## src/les_pkg.sv

```systemverilog
// Shared types and constants for the lane edge steering block.
// No dependencies; imported by every module under src.
package les_pkg;

  localparam int GAP_DEFAULT       = 15;
  localparam int MAX_WIDTH_DEFAULT = 1024;
  localparam int WIDTH_RESET       = 640;

  localparam int PIX_W = 8;
  localparam int CFG_W = 11;
  localparam int VAL_W = 8;

  localparam logic CMD_STEER = 1'b0;
  localparam logic CMD_STOP  = 1'b1;

  localparam logic signed [VAL_W-1:0] VAL_MIN = -8'sd128;
  localparam logic signed [VAL_W-1:0] VAL_MAX = 8'sd127;

  // Pixel request held in the input register
  typedef struct packed {
    logic valid;
    logic zero;
    logic last;
  } pix_req_t;

  // Frame end event towards the result register
  typedef struct packed {
    logic fire;
    logic locked;
  } frame_end_t;

endpackage

```

## src/les_in_stage.sv

```systemverilog
// Input register for pixel requests, with stall back to the source.
// Depends on les_pkg.
module les_in_stage (
  input  logic                     clk,
  input  logic                     rst,
  input  logic                     in_valid,
  output logic                     in_stall,
  input  logic [les_pkg::PIX_W-1:0] pixel,
  input  logic                     last_in_frame,
  input  logic                     advance,
  output les_pkg::pix_req_t        req
);
  import les_pkg::*;

  assign in_stall = req.valid && !advance;

  always_ff @(posedge clk) begin
    if (rst) begin
      req.valid <= 1'b0;
    end else if (in_valid && !in_stall) begin
      req.valid <= 1'b1;
    end else if (advance) begin
      req.valid <= 1'b0;
    end
    if (in_valid && !in_stall) begin
      req.zero <= (pixel == '0);
      req.last <= last_in_frame;
    end
  end

endmodule

```

## src/les_track.sv

```systemverilog
// Zero history, column counter and lane edge tracking for one frame.
// Holds the frame width register. Depends on les_pkg.
module les_track #(
  parameter int GAP       = les_pkg::GAP_DEFAULT,
  parameter int MAX_WIDTH = les_pkg::MAX_WIDTH_DEFAULT,
  localparam int CW       = $clog2(MAX_WIDTH + 1)
) (
  input  logic                     clk,
  input  logic                     rst,
  input  logic                     frame_width_we,
  input  logic [les_pkg::CFG_W-1:0] frame_width,
  input  les_pkg::pix_req_t        req,
  input  logic                     advance,
  output les_pkg::frame_end_t      frame_end,
  output logic [CW-1:0]            left_out,
  output logic [CW-1:0]            right_out,
  output logic [CW-1:0]            width_out
);
  import les_pkg::*;

  localparam int EW = (CW > CFG_W) ? CW : CFG_W;
  localparam logic [CW-1:0] TWO_GAP = CW'(2 * GAP);
  localparam logic [CW-1:0] WIDTH_RST =
    CW'((WIDTH_RESET > MAX_WIDTH) ? MAX_WIDTH : WIDTH_RESET);
  localparam logic [EW-1:0] MAX_W_E = EW'(MAX_WIDTH);

  logic [2*GAP-1:0] hist;
  logic [2*GAP:0]   hist_shift;
  logic [CW-1:0]    col, col_next;
  logic [CW:0]      col_inc;
  logic [CW-1:0]    width, width_eff;
  logic [EW-1:0]    cfg_ext;
  logic [CW-1:0]    left_edge, left_next;
  logic [CW-1:0]    right_edge, right_next;
  logic             row_has_triple, rht_seen, rht_next;
  logic             frame_locked, locked_next;
  logic             trip, row_end;

  always_comb begin
    cfg_ext = EW'(frame_width);
    if (cfg_ext == '0) begin
      width_eff = CW'(1);
    end else if (cfg_ext > MAX_W_E) begin
      width_eff = CW'(MAX_WIDTH);
    end else begin
      width_eff = cfg_ext[CW-1:0];
    end
  end

  always_comb begin
    hist_shift = {hist, req.zero};
    col_inc    = {1'b0, col} + {{CW{1'b0}}, 1'b1};
    trip = !frame_locked && (col >= TWO_GAP) && (col < width) &&
           hist_shift[0] && hist_shift[GAP] && hist_shift[2*GAP];
    left_next  = left_edge;
    right_next = right_edge;
    rht_seen   = row_has_triple;
    if (trip) begin
      if (!row_has_triple) begin
        left_next = col - TWO_GAP;
      end
      right_next = col;
      rht_seen   = 1'b1;
    end
    row_end     = (col_inc >= {1'b0, width}) || req.last;
    locked_next = frame_locked || (row_end && rht_seen);
    rht_next    = row_end ? 1'b0 : rht_seen;
    col_next    = row_end ? '0 : col_inc[CW-1:0];
  end

  always_ff @(posedge clk) begin
    if (rst) begin
      width          <= WIDTH_RST;
      hist           <= '0;
      col            <= '0;
      row_has_triple <= 1'b0;
      left_edge      <= '0;
      right_edge     <= '0;
      frame_locked   <= 1'b0;
    end else begin
      if (frame_width_we) begin
        width <= width_eff;
      end
      if (advance) begin
        if (req.last) begin
          hist           <= '0;
          col            <= '0;
          row_has_triple <= 1'b0;
          left_edge      <= '0;
          right_edge     <= '0;
          frame_locked   <= 1'b0;
        end else begin
          hist           <= hist_shift[2*GAP-1:0];
          col            <= col_next;
          row_has_triple <= rht_next;
          left_edge      <= left_next;
          right_edge     <= right_next;
          frame_locked   <= locked_next;
        end
      end
    end
  end

  assign frame_end.fire   = advance && req.last;
  assign frame_end.locked = locked_next;
  assign left_out         = left_next;
  assign right_out        = right_next;
  assign width_out        = width;

`ifndef NO_ASSERTIONS
  a_col_range: assert property (@(posedge clk) disable iff (rst)
    {1'b0, col} < (CW+1)'(MAX_WIDTH))
    else $error("column counter beyond maximum width");

  a_frame_clear: assert property (@(posedge clk) disable iff (rst)
    frame_end.fire |=> (col == '0) && !frame_locked && !row_has_triple)
    else $error("state not cleared after frame end");

  a_edge_order: assert property (@(posedge clk) disable iff (rst)
    frame_locked |-> {1'b0, right_edge} >= ({1'b0, left_edge} + {1'b0, TWO_GAP}))
    else $error("locked edges out of order");
`endif

endmodule

```

## src/les_steer.sv

```systemverilog
// Steering offset arithmetic and the result register.
// Depends on les_pkg.
module les_steer #(
  parameter int MAX_WIDTH = les_pkg::MAX_WIDTH_DEFAULT,
  localparam int CW       = $clog2(MAX_WIDTH + 1)
) (
  input  logic                            clk,
  input  logic                            rst,
  input  les_pkg::frame_end_t             frame_end,
  input  logic [CW-1:0]                   left_edge,
  input  logic [CW-1:0]                   right_edge,
  input  logic [CW-1:0]                   width,
  input  logic                            out_stall,
  output logic                            out_valid,
  output logic                            command_kind,
  output logic signed [les_pkg::VAL_W-1:0] command_value,
  output logic                            slot_free
);
  import les_pkg::*;

  localparam int SW = CW + 2;

  logic signed [SW-1:0]    sum, half;
  logic signed [VAL_W-1:0] sat;

  always_comb begin
    sum  = $signed({2'b00, left_edge}) + $signed({2'b00, right_edge})
         - $signed({2'b00, width});
    // truncate toward zero
    half = (sum + $signed({{(SW-1){1'b0}}, sum[SW-1] & sum[0]})) >>> 1;
    if (half < SW'(VAL_MIN)) begin
      sat = VAL_MIN;
    end else if (half > SW'(VAL_MAX)) begin
      sat = VAL_MAX;
    end else begin
      sat = half[VAL_W-1:0];
    end
  end

  assign slot_free = !out_valid || !out_stall;

  always_ff @(posedge clk) begin
    if (rst) begin
      out_valid <= 1'b0;
    end else if (frame_end.fire) begin
      out_valid <= 1'b1;
    end else if (!out_stall) begin
      out_valid <= 1'b0;
    end
    if (frame_end.fire) begin
      command_kind  <= frame_end.locked ? CMD_STEER : CMD_STOP;
      command_value <= frame_end.locked ? sat : '0;
    end
  end

`ifndef NO_ASSERTIONS
  a_stop_zero: assert property (@(posedge clk) disable iff (rst)
    out_valid && (command_kind == CMD_STOP) |-> command_value == '0)
    else $error("stop request with non-zero value");

  a_no_overwrite: assert property (@(posedge clk) disable iff (rst)
    frame_end.fire |-> slot_free)
    else $error("result register overwritten while held");
`endif

endmodule

```

## src/lane_edge_steering.sv

```systemverilog
// Lane edge steering, top level.
// Instantiates les_in_stage, les_track and les_steer; depends on les_pkg.
//
// Takes one mono8 pixel per clock in raster order while in_stall is low and,
// on the pixel marked last_in_frame, returns one request: a steering offset
// from the first row holding a dark triple, or a stop with value 0. The last
// pixel is registered in the input register, then the result in the result
// register. Input stall rises only when a frame-end pixel sits in the input
// register while the result register still holds an untaken request.
// frame_width may be written only with no pixel in flight.
module lane_edge_steering #(
  parameter int GAP       = les_pkg::GAP_DEFAULT,
  parameter int MAX_WIDTH = les_pkg::MAX_WIDTH_DEFAULT
) (
  input  logic                            clk,
  input  logic                            rst,
  input  logic                            frame_width_we,
  input  logic [les_pkg::CFG_W-1:0]        frame_width,
  input  logic                            in_valid,
  output logic                            in_stall,
  input  logic [les_pkg::PIX_W-1:0]        pixel,
  input  logic                            last_in_frame,
  output logic                            out_valid,
  input  logic                            out_stall,
  output logic                            command_kind,
  output logic signed [les_pkg::VAL_W-1:0] command_value
);
  import les_pkg::*;

  localparam int CW = $clog2(MAX_WIDTH + 1);

  pix_req_t   req;
  frame_end_t frame_end;
  logic       advance, slot_free;
  logic [CW-1:0] left_edge, right_edge, width;

  assign advance = req.valid && (!req.last || slot_free);

  les_in_stage u_in (
    .clk           (clk),
    .rst           (rst),
    .in_valid      (in_valid),
    .in_stall      (in_stall),
    .pixel         (pixel),
    .last_in_frame (last_in_frame),
    .advance       (advance),
    .req           (req)
  );

  les_track #(
    .GAP       (GAP),
    .MAX_WIDTH (MAX_WIDTH)
  ) u_track (
    .clk            (clk),
    .rst            (rst),
    .frame_width_we (frame_width_we),
    .frame_width    (frame_width),
    .req            (req),
    .advance        (advance),
    .frame_end      (frame_end),
    .left_out       (left_edge),
    .right_out      (right_edge),
    .width_out      (width)
  );

  les_steer #(
    .MAX_WIDTH (MAX_WIDTH)
  ) u_steer (
    .clk           (clk),
    .rst           (rst),
    .frame_end     (frame_end),
    .left_edge     (left_edge),
    .right_edge    (right_edge),
    .width         (width),
    .out_stall     (out_stall),
    .out_valid     (out_valid),
    .command_kind  (command_kind),
    .command_value (command_value),
    .slot_free     (slot_free)
  );

`ifndef NO_ASSERTIONS
  a_stall_cause: assert property (@(posedge clk) disable iff (rst)
    in_stall |-> req.valid && req.last && out_valid && out_stall)
    else $error("input stalled without a held frame-end request");
`endif

endmodule

```

## config.mk

```make
export PLATFORM = sky130hd
export DESIGN_NAME = lane_edge_steering
export DESIGN_NICKNAME = d
export VERILOG_FILES = /design/src/les_pkg.sv /design/src/les_in_stage.sv /design/src/les_track.sv /design/src/les_steer.sv /design/src/lane_edge_steering.sv
export SDC_FILE = /design/constraint.sdc
export NUM_CORES = 1
export LEC_CHECK = 0
export ABC_AREA = 1
export CAP_MARGIN = 20
export CORE_MARGIN = 3
export CORE_UTILIZATION = 50
export DETAILED_ROUTE_END_ITERATION = 8
export DONT_BUFFER_PORTS = 1
export PLACE_DENSITY = 0.61
export SLEW_MARGIN = 15
export SYNTH_ARGS = -nofsm -noshare
export SYNTH_HDL_FRONTEND = slang
export SYNTH_SLANG_ARGS = --single-unit
```

## constraint.sdc

```tcl
create_clock -name clk -period 6.9 [get_ports clk]
set_input_delay 0.69 -clock clk [delete_from_list [all_inputs] [get_ports clk]]
set_output_delay 0.69 -clock clk [all_outputs]
set_load 0.005 [all_outputs]
```

==> results of run 1 <==
-- synth_stat cells, types with 4 or more instances --
master / count
nand2_1: 275
inv_1: 111
a21oi_1: 103
dfxtp_1: 78
nor2_1: 51
ha_1: 49
nand3_1: 40
clkbuf_1: 24
xor2_1: 17
o211ai_1: 14
buf_2: 12
inv_2: 12
o21ai_0: 12
edfxtp_1: 11
xnor2_1: 11
o21a_1: 10
nand2_2: 9
nand4_1: 8
a21oi_2: 7
o21ai_1: 7
nor3_1: 5
nand2_4: 4
nor4_1: 4
-- power breakdown --
| group | leakage (µW) | switching (µW) | internal (µW) | total (µW) |
|---|---|---|---|---|
| clock network | 0.000169 | 211 | 339 | 550 |
| logic | 0.00217 | 75.8 | 32.7 | 109 |
| registers | 0.000747 | 3.31 | 528 | 532 |
-- final cells by class --
cell class                      instances  area (µm²)  share of cell area, %
Clock inverter                          3        50.0                  0.759
Timing Repair Buffer                    5        50.0                  0.759
Inverter                              123         462                   7.00
Multi-Input combinational cell        659        3660                   55.6
Tap cell                              143         179                   2.71
Sequential cell                        89        1890                   28.7
Clock buffer                           13         293                   4.44
-- state kept, by name, summed over array words and instances (netlist names), 3 cells and up --
| signal | cells |
|---|---|
| u_track.col | 11 |
| u_track.right_edge | 11 |
| u_steer.command_value | 8 |
| u_track.left_edge | 11 |
| u_track.width_out | 11 |
| u_track.hist | 30 |
| u_in.req | 3 |
-- metal layers --
layer	routed length, µm	track usage (%)	vias up	share of wire [%]
li1	-	-	2873	-
met1	7330	31.7	2503	49
met2	7020	38.3	73	47
met3	344	3.91	11	2.3
met4	141	5.43	0	0.95
met5	0	0	-	0
-- path summary, 6_finish.rpt --
| path | start | end | slack (ps) | cells after the start |
|---|---|---|---|---|
| max | u_track.col[1]$_SDFFE_PP0P_ | u_steer.command_value[3]$_SDFFCE_PP0P_ | 670 | 42 |
| min | rst | u_track.hist[26]$_SDFFE_PP0P_ | 410 | 1 |
| max reg2reg | u_track.col[1]$_SDFFE_PP0P_ | u_steer.command_value[3]$_SDFFCE_PP0P_ | 670 | 42 |
| min reg2reg | u_track.hist[22]$_SDFFE_PP0P_ | u_track.hist[23]$_SDFFE_PP0P_ | 450 | 2 |
-- metrics by stage --
| stage | cell area [µm²] | power [µW] | setup WS, ps | utilization [%] | hold WS, ps |
|---|---|---|---|---|---|
| final | 6590 | 1190 | 668 | 56.3 | 413 |
| after global routing | 6590 | 1240 | 25.0 | 56.3 | 397 |
| after CTS | 6590 | 1210 | 472 | 56.3 | 399 |
| after detailed placement | 6250 | 652 | 522 | 53.3 | 447 |
| after global placement | 6250 | 651 | 810 | 53.3 | 439 |
| after floorplan | 6160 | 634 | 1230 | - | 441 |
-- logic make-up after synthesis --
group,after synthesis,share of synthesized area (%)
xor+xnor,28,3.98
simple gates,413,28.9
compound gates,167,15.7
buf+inv,161,10.1
flops,89,30.7
fa+ha+maj,51,10.6
==> flow_metrics.py, run 1 <==
metrics = {
    "yosys": {
        "ys.flop_type": "dfxtp_1",
        "synth_cell_types": 41,
        "yosysTopAreaCellShare_pct": 25.4,
        "synth-async-reset-ratio_pct": 0,
        "synth_area_leaders": "dfxtp_1 (25%), nand2_1 (17%), ha_1 (10%)",
        "yosys_warnings": 0,
        "syn-cell-area_um2": 6160,
        "syn_avg_cell_area_um2": 6.77,
        "syn_nets": 985,
        "synth_top_cell_by_area": "dfxtp_1",
        "synth-seq-cells": 89,
        "postSynthCellCount": 909,
        "ys_seq_area_share_pct": 30.7,
        "synth_edf_count": 11,
    },
    "critical_path": {
        "cp.buffers_inverters": 7,
        "critPathLaunchType": "flip-flop",
        "critical_path_class": "reg -> reg",
        "path_max_fanout": 19,
        "crit_slowest_cell": "dfxtp_2",
        "cpLargestDelayFamily": "simple AND/OR/NAND/NOR gates",
        "worst_path_most_repeated_cell": "nand2_1",
        "cp_data_required_time_ps": 7000,
        "worst_ep_arrival_time_ps": 6330,
        "worstSetupEndpointType": "flip-flop",
        "max_stage_delay_ps": 430,
    },
    "run": {
        "maxCapViolCount": 0,
    },
    "clock_network": {
        "htreeDepth": 3,
        "cts_hold_buf": 0,
        "cts_buffer_depth": 2,
        "clkTransAtPathRegs_ps": 70,
        "cts_resized": 0,
        "cts.sink_count": 89,
        "clock_latency_ps": 340,
        "cts_root_buf": "clkbuf_16",
        "cts_made_buffers": 9,
        "cts_tree": "built",
        "cts_setup_buffers": 0,
    },
    "drt": {
        "wl_per_cell_um": 14.3,
        "totalWireLength_mm": 14.8,
        "vias": 5460,
        "ant_nets": 0,
        "vias_per_cell": 5.28,
        "drc": 0,
        "firstDrtPassIters": 5,
        "drt_iter0_drc": 377,
    },
    "floorplanning": {
        "rows": 39,
        "fp.dieH_um": 117,
        "core_um2": 11700,
        "ios": 36,
        "die_area_um2": 13700,
        "die_w_um": 117,
        "initial_utilization_pct": 52.6,
    },
    "cells_and_area": {
        "antenna_cells": 0,
        "stdcell_count": 1035,
        "layout.nets": 963,
        "area.growth.synth_to_final_pct": 7.07,
        "drive_above_1_share_pct": 7.62,
        "n_fill_cell": 1189,
        "final_common_cell": "nand2_1",
        "mostFrequentLayoutCells": "nand2_1 (275), inv_1 (111), a21oi_1 (103)",
    },
    "power_and_ir_drop": {
        "ir_drop_uv": 148,
        "power_leakage_uw": 0.00308,
        "pwr_density_cell_nw_per_um2": 180,
    },
    "timing": {
        "tightest_slew_ps": 985,
        "slew_viol_final": 0,
        "fmax_mhz": 160,
        "max-slew-margin-rel_pct": 34.1,
        "setup_violations": 0,
        "min_period_ps": 6230,
        "tns_ps": 0,
        "grt_setup_unrepaired": "no",
        "report.final.hold_viol_count": 0,
        "period_share_pct": 90.3,
        "skew_ps": 6.74,
    },
    "global_route": {
        "antenna_found_initial": 0,
        "grt_pass1_vias": 5258,
        "grt_pass1_wl_mm": 25.3,
        "grt_use_total_pct": 23.1,
        "grt_max_degree": 77,
        "grt_overflow": 0,
    },
    "placed_design": {
        "numPortBuffers": 0,
        "dp_cells": 1019,
        "gp_congestion": 0.918,
        "dp_hpwl_mm": 11.1,
    },
    "worst_hold_path": {
        "hp-class": "in -> reg",
    },
    "outcome": {
        "status": "complete, no violations",
    },
}
Power figures use the tool's default switching activity.
==> inputs of run 2 (changes only) <==
- ABC_AREA: 1 -> unset
==> flow_metrics.py, run 2 <==
metrics = {
    "drt": {
        "ant_nets": 0,
        "vias_per_cell": 5.92,
        "drt_iter0_drc": 317,
        "vias": 4821,
        "met3_length_um": 446,
        "dr_wl_met2_mm": 6.39,
        "firstDrtPassIters": 5,
        "drc": 0,
        "wl_per_cell_um": 16.4,
        "wl_met1_mm": 6.23,
        "totalWireLength_mm": 13.3,
        "top_layer": "met4",
    },
    "yosys": {
        "synth_fa_ha_area_share_pct": 11.6,
        "synth_top_family_by_area": "simple AND/OR/NAND/NOR gates",
        "synth-seq-cells": 89,
        "syn_nets": 753,
        "synthXorXnorAreaFrac_pct": 5.49,
        "synth-simple-area-share_pct": 21.3,
        "synth_edf_count": 11,
        "synth_cell_types": 67,
        "syn-cell-area_um2": 5740,
        "synth_commonest_cells": "dfxtp_1 (78), a21oi_1 (72), nand2_1 (63)",
        "synth_top_cell_by_area": "dfxtp_1",
        "postSynthCellCount": 677,
        "synth.most_common_cell": "dfxtp_1",
        "synth-async-reset-ratio_pct": 0,
        "ys_seq_area_share_pct": 33.0,
        "synthMuxAreaShare_pct": 4.47,
        "synth_area_leaders": "dfxtp_1 (27%), ha_1 (11%), a21oi_1 (6.3%)",
        "synth_compound_area_share_pct": 19.4,
        "yosys_warnings": 0,
        "yosysTopAreaCellShare_pct": 27.2,
        "ys.flop_type": "dfxtp_1",
        "syn_avg_cell_area_um2": 8.48,
    },
    "timing": {
        "whs_ps": 408,
        "tightest_slew_ps": 691,
        "period_share_pct": 95.1,
        "fmax_mhz": 152,
        "skew_ps": 8.27,
        "max-slew-margin-rel_pct": 53.7,
        "min_period_ps": 6560,
        "setup_violations": 0,
        "tns_ps": 0,
        "slew_viol_final": 0,
        "report.final.hold_viol_count": 0,
    },
    "floorplanning": {
        "die_w_um": 113,
        "core_um2": 11000,
        "initial_utilization_pct": 52.0,
        "rows": 38,
        "ios": 36,
        "die_area_um2": 12800,
        "fp.dieH_um": 113,
    },
    "critical_path": {
        "reg2reg_from": "u_track.width_out[1]$_SDFFE_PP0P_",
        "critical_path_class": "reg -> reg",
        "max_stage_delay_ps": 600,
        "worstSetupEndpointType": "flip-flop",
        "endpoint": "u_steer.command_value[2]$_SDFFCE_PP0P_",
        "worst_ep_arrival_time_ps": 6760,
        "r2r_slack_ps": 340,
        "crit_start": "u_track.width_out[1]$_SDFFE_PP0P_",
        "cp_data_required_time_ps": 7100,
        "crit_slowest_cell": "or4_4",
        "path_max_fanout": 7,
        "r2r_cells": 33,
        "r2r-end": "u_steer.command_value[2]$_SDFFCE_PP0P_",
        "critPathLaunchType": "flip-flop",
    },
    "cells_and_area": {
        "largest_reg_flops": 30,
        "top_register": "u_track.hist",
        "mostFrequentLayoutCells": "dfxtp_1 (77), a21oi_1 (71), nand2_1 (61)",
        "layout.nets": 747,
        "antenna_cells": 0,
        "stdcell_count": 815,
        "area.growth.synth_to_final_pct": 10.6,
        "final_common_cell": "dfxtp_1",
        "drive_above_1_share_pct": 13.8,
    },
    "global_route": {
        "grt_pass1_vias": 4565,
        "grt_use_total_pct": 21.3,
        "antenna_found_initial": 0,
        "grt_pass1_wl_mm": 22.1,
        "grt_max_degree": 79,
        "grt_overflow": 0,
    },
    "run": {
        "maxCapViolCount": 0,
    },
    "clock_network": {
        "cts_hold_buf": 0,
        "cts_root_buf": "clkbuf_16",
        "clock_latency_ps": 350,
        "cts.sink_count": 89,
        "cts_buffer_depth": 2,
        "clkTransAtPathRegs_ps": 60,
        "cts_tree": "built",
        "htreeDepth": 3,
        "cts_made_buffers": 9,
    },
    "power_and_ir_drop": {
        "pwr_density_cell_nw_per_um2": 179,
        "ir_drop_uv": 200,
        "power_leakage_uw": 0.00243,
    },
    "placed_design": {
        "gp_congestion": 0.869,
        "numPortBuffers": 0,
        "dp_hpwl_mm": 9.61,
        "dp_cells": 797,
    },
    "outcome": {
        "status": "complete, no violations",
    },
    "worst_hold_path": {
        "hp-class": "in -> reg",
    },
}
## run 2: cell count changes in the layout (fill, tap and decap cells not counted), sizes merged, moves of 21 or more
cell / change
a21oi: -32
inv: -94
mux2: +21
nand2: -225
nand3b: +32
## run 2: layout make-up
class	count	area, µm²
Timing Repair Buffer	23	180
Multi-Input combinational cell	517	3690
Sequential cell	89	1890
Fill cell	1029	4680
Inverter	31	116
Clock inverter	4	53.8
Tap cell	140	175
Clock buffer	11	243
## run 2: report_power, final
part | total (µW) | internal, µW | switching [µW]
logic | 109 | 41.0 | 68.0
registers | 535 | 529 | 5.82
clock network | 492 | 290 | 202
## run 2: worst min-delay path by stage
stage                     cells past startpoint  slack, ps                            end                           from
after detailed placement                      2        440  u_track.hist[11]$_SDFFE_PP0P_  u_track.hist[11]$_SDFFE_PP0P_
after global placement                        2        430  u_track.hist[22]$_SDFFE_PP0P_  u_track.hist[22]$_SDFFE_PP0P_
after CTS                                     1        390   u_track.hist[1]$_SDFFE_PP0P_                            rst
after global routing                          1        390       u_in.req[2]$_SDFFE_PP0P_                            rst
after floorplan                               2        430   u_track.hist[0]$_SDFFE_PP0P_   u_track.hist[0]$_SDFFE_PP0P_
final                                         1        410  u_track.hist[17]$_SDFFE_PP0P_                            rst
## run 2: through the flow
step / instance area [µm²] / power, µW / setup WS, ps / utilization, %
global placement: 5920 / 649 / 85.8 / 53.6
finish: 6350 / 1140 / 341 / 57.6
global route: 6350 / 1180 / -110 / 57.6
CTS: 6220 / 1150 / 63.3 / 56.4
detailed placement: 5920 / 652 / -104 / 53.6
floorplan: 5750 / 634 / 10.7 / -
## run 2: kinds of logic (layout without fill, tap and decap cells)
family,count (synthesis),in the layout
muxes,23,23
adders and majority gates,52,52
xor gates and xnor gates,36,36
and+or+nand+nor,238,238
buffers and inverters,71,69
AOI/OAI and AO/OA,168,168
DFF,89,89
## run 2: routing by layer
metal | vias to the layer above | GRT usage [%]
met5 | - | 0
met2 | 71 | 34.5
met4 | 0 | 8.33
met1 | 2301 | 27.9
met3 | 18 | 4.33
li1 | 2431 | -
## run 2: what timing repair did
action                                  in CTS  in global routing
pin swaps                                    0                 16
cloned                                       0                  0
endpoints found under the setup margin       7                  7
resized for setup                            2                 27
setup buffers                                0                  3
## run 2: worst max-delay path, delay by kind of cell (launching register included)
kind	cells	cell delay (ps)
muxes	1	360
xor gates and xnor gates	1	80
DFF	1	330
buffers and inverters	2	220
AOI/OAI and AO/OA	12	1940
and+or+nand+nor	13	2540
adders and majority gates	4	930
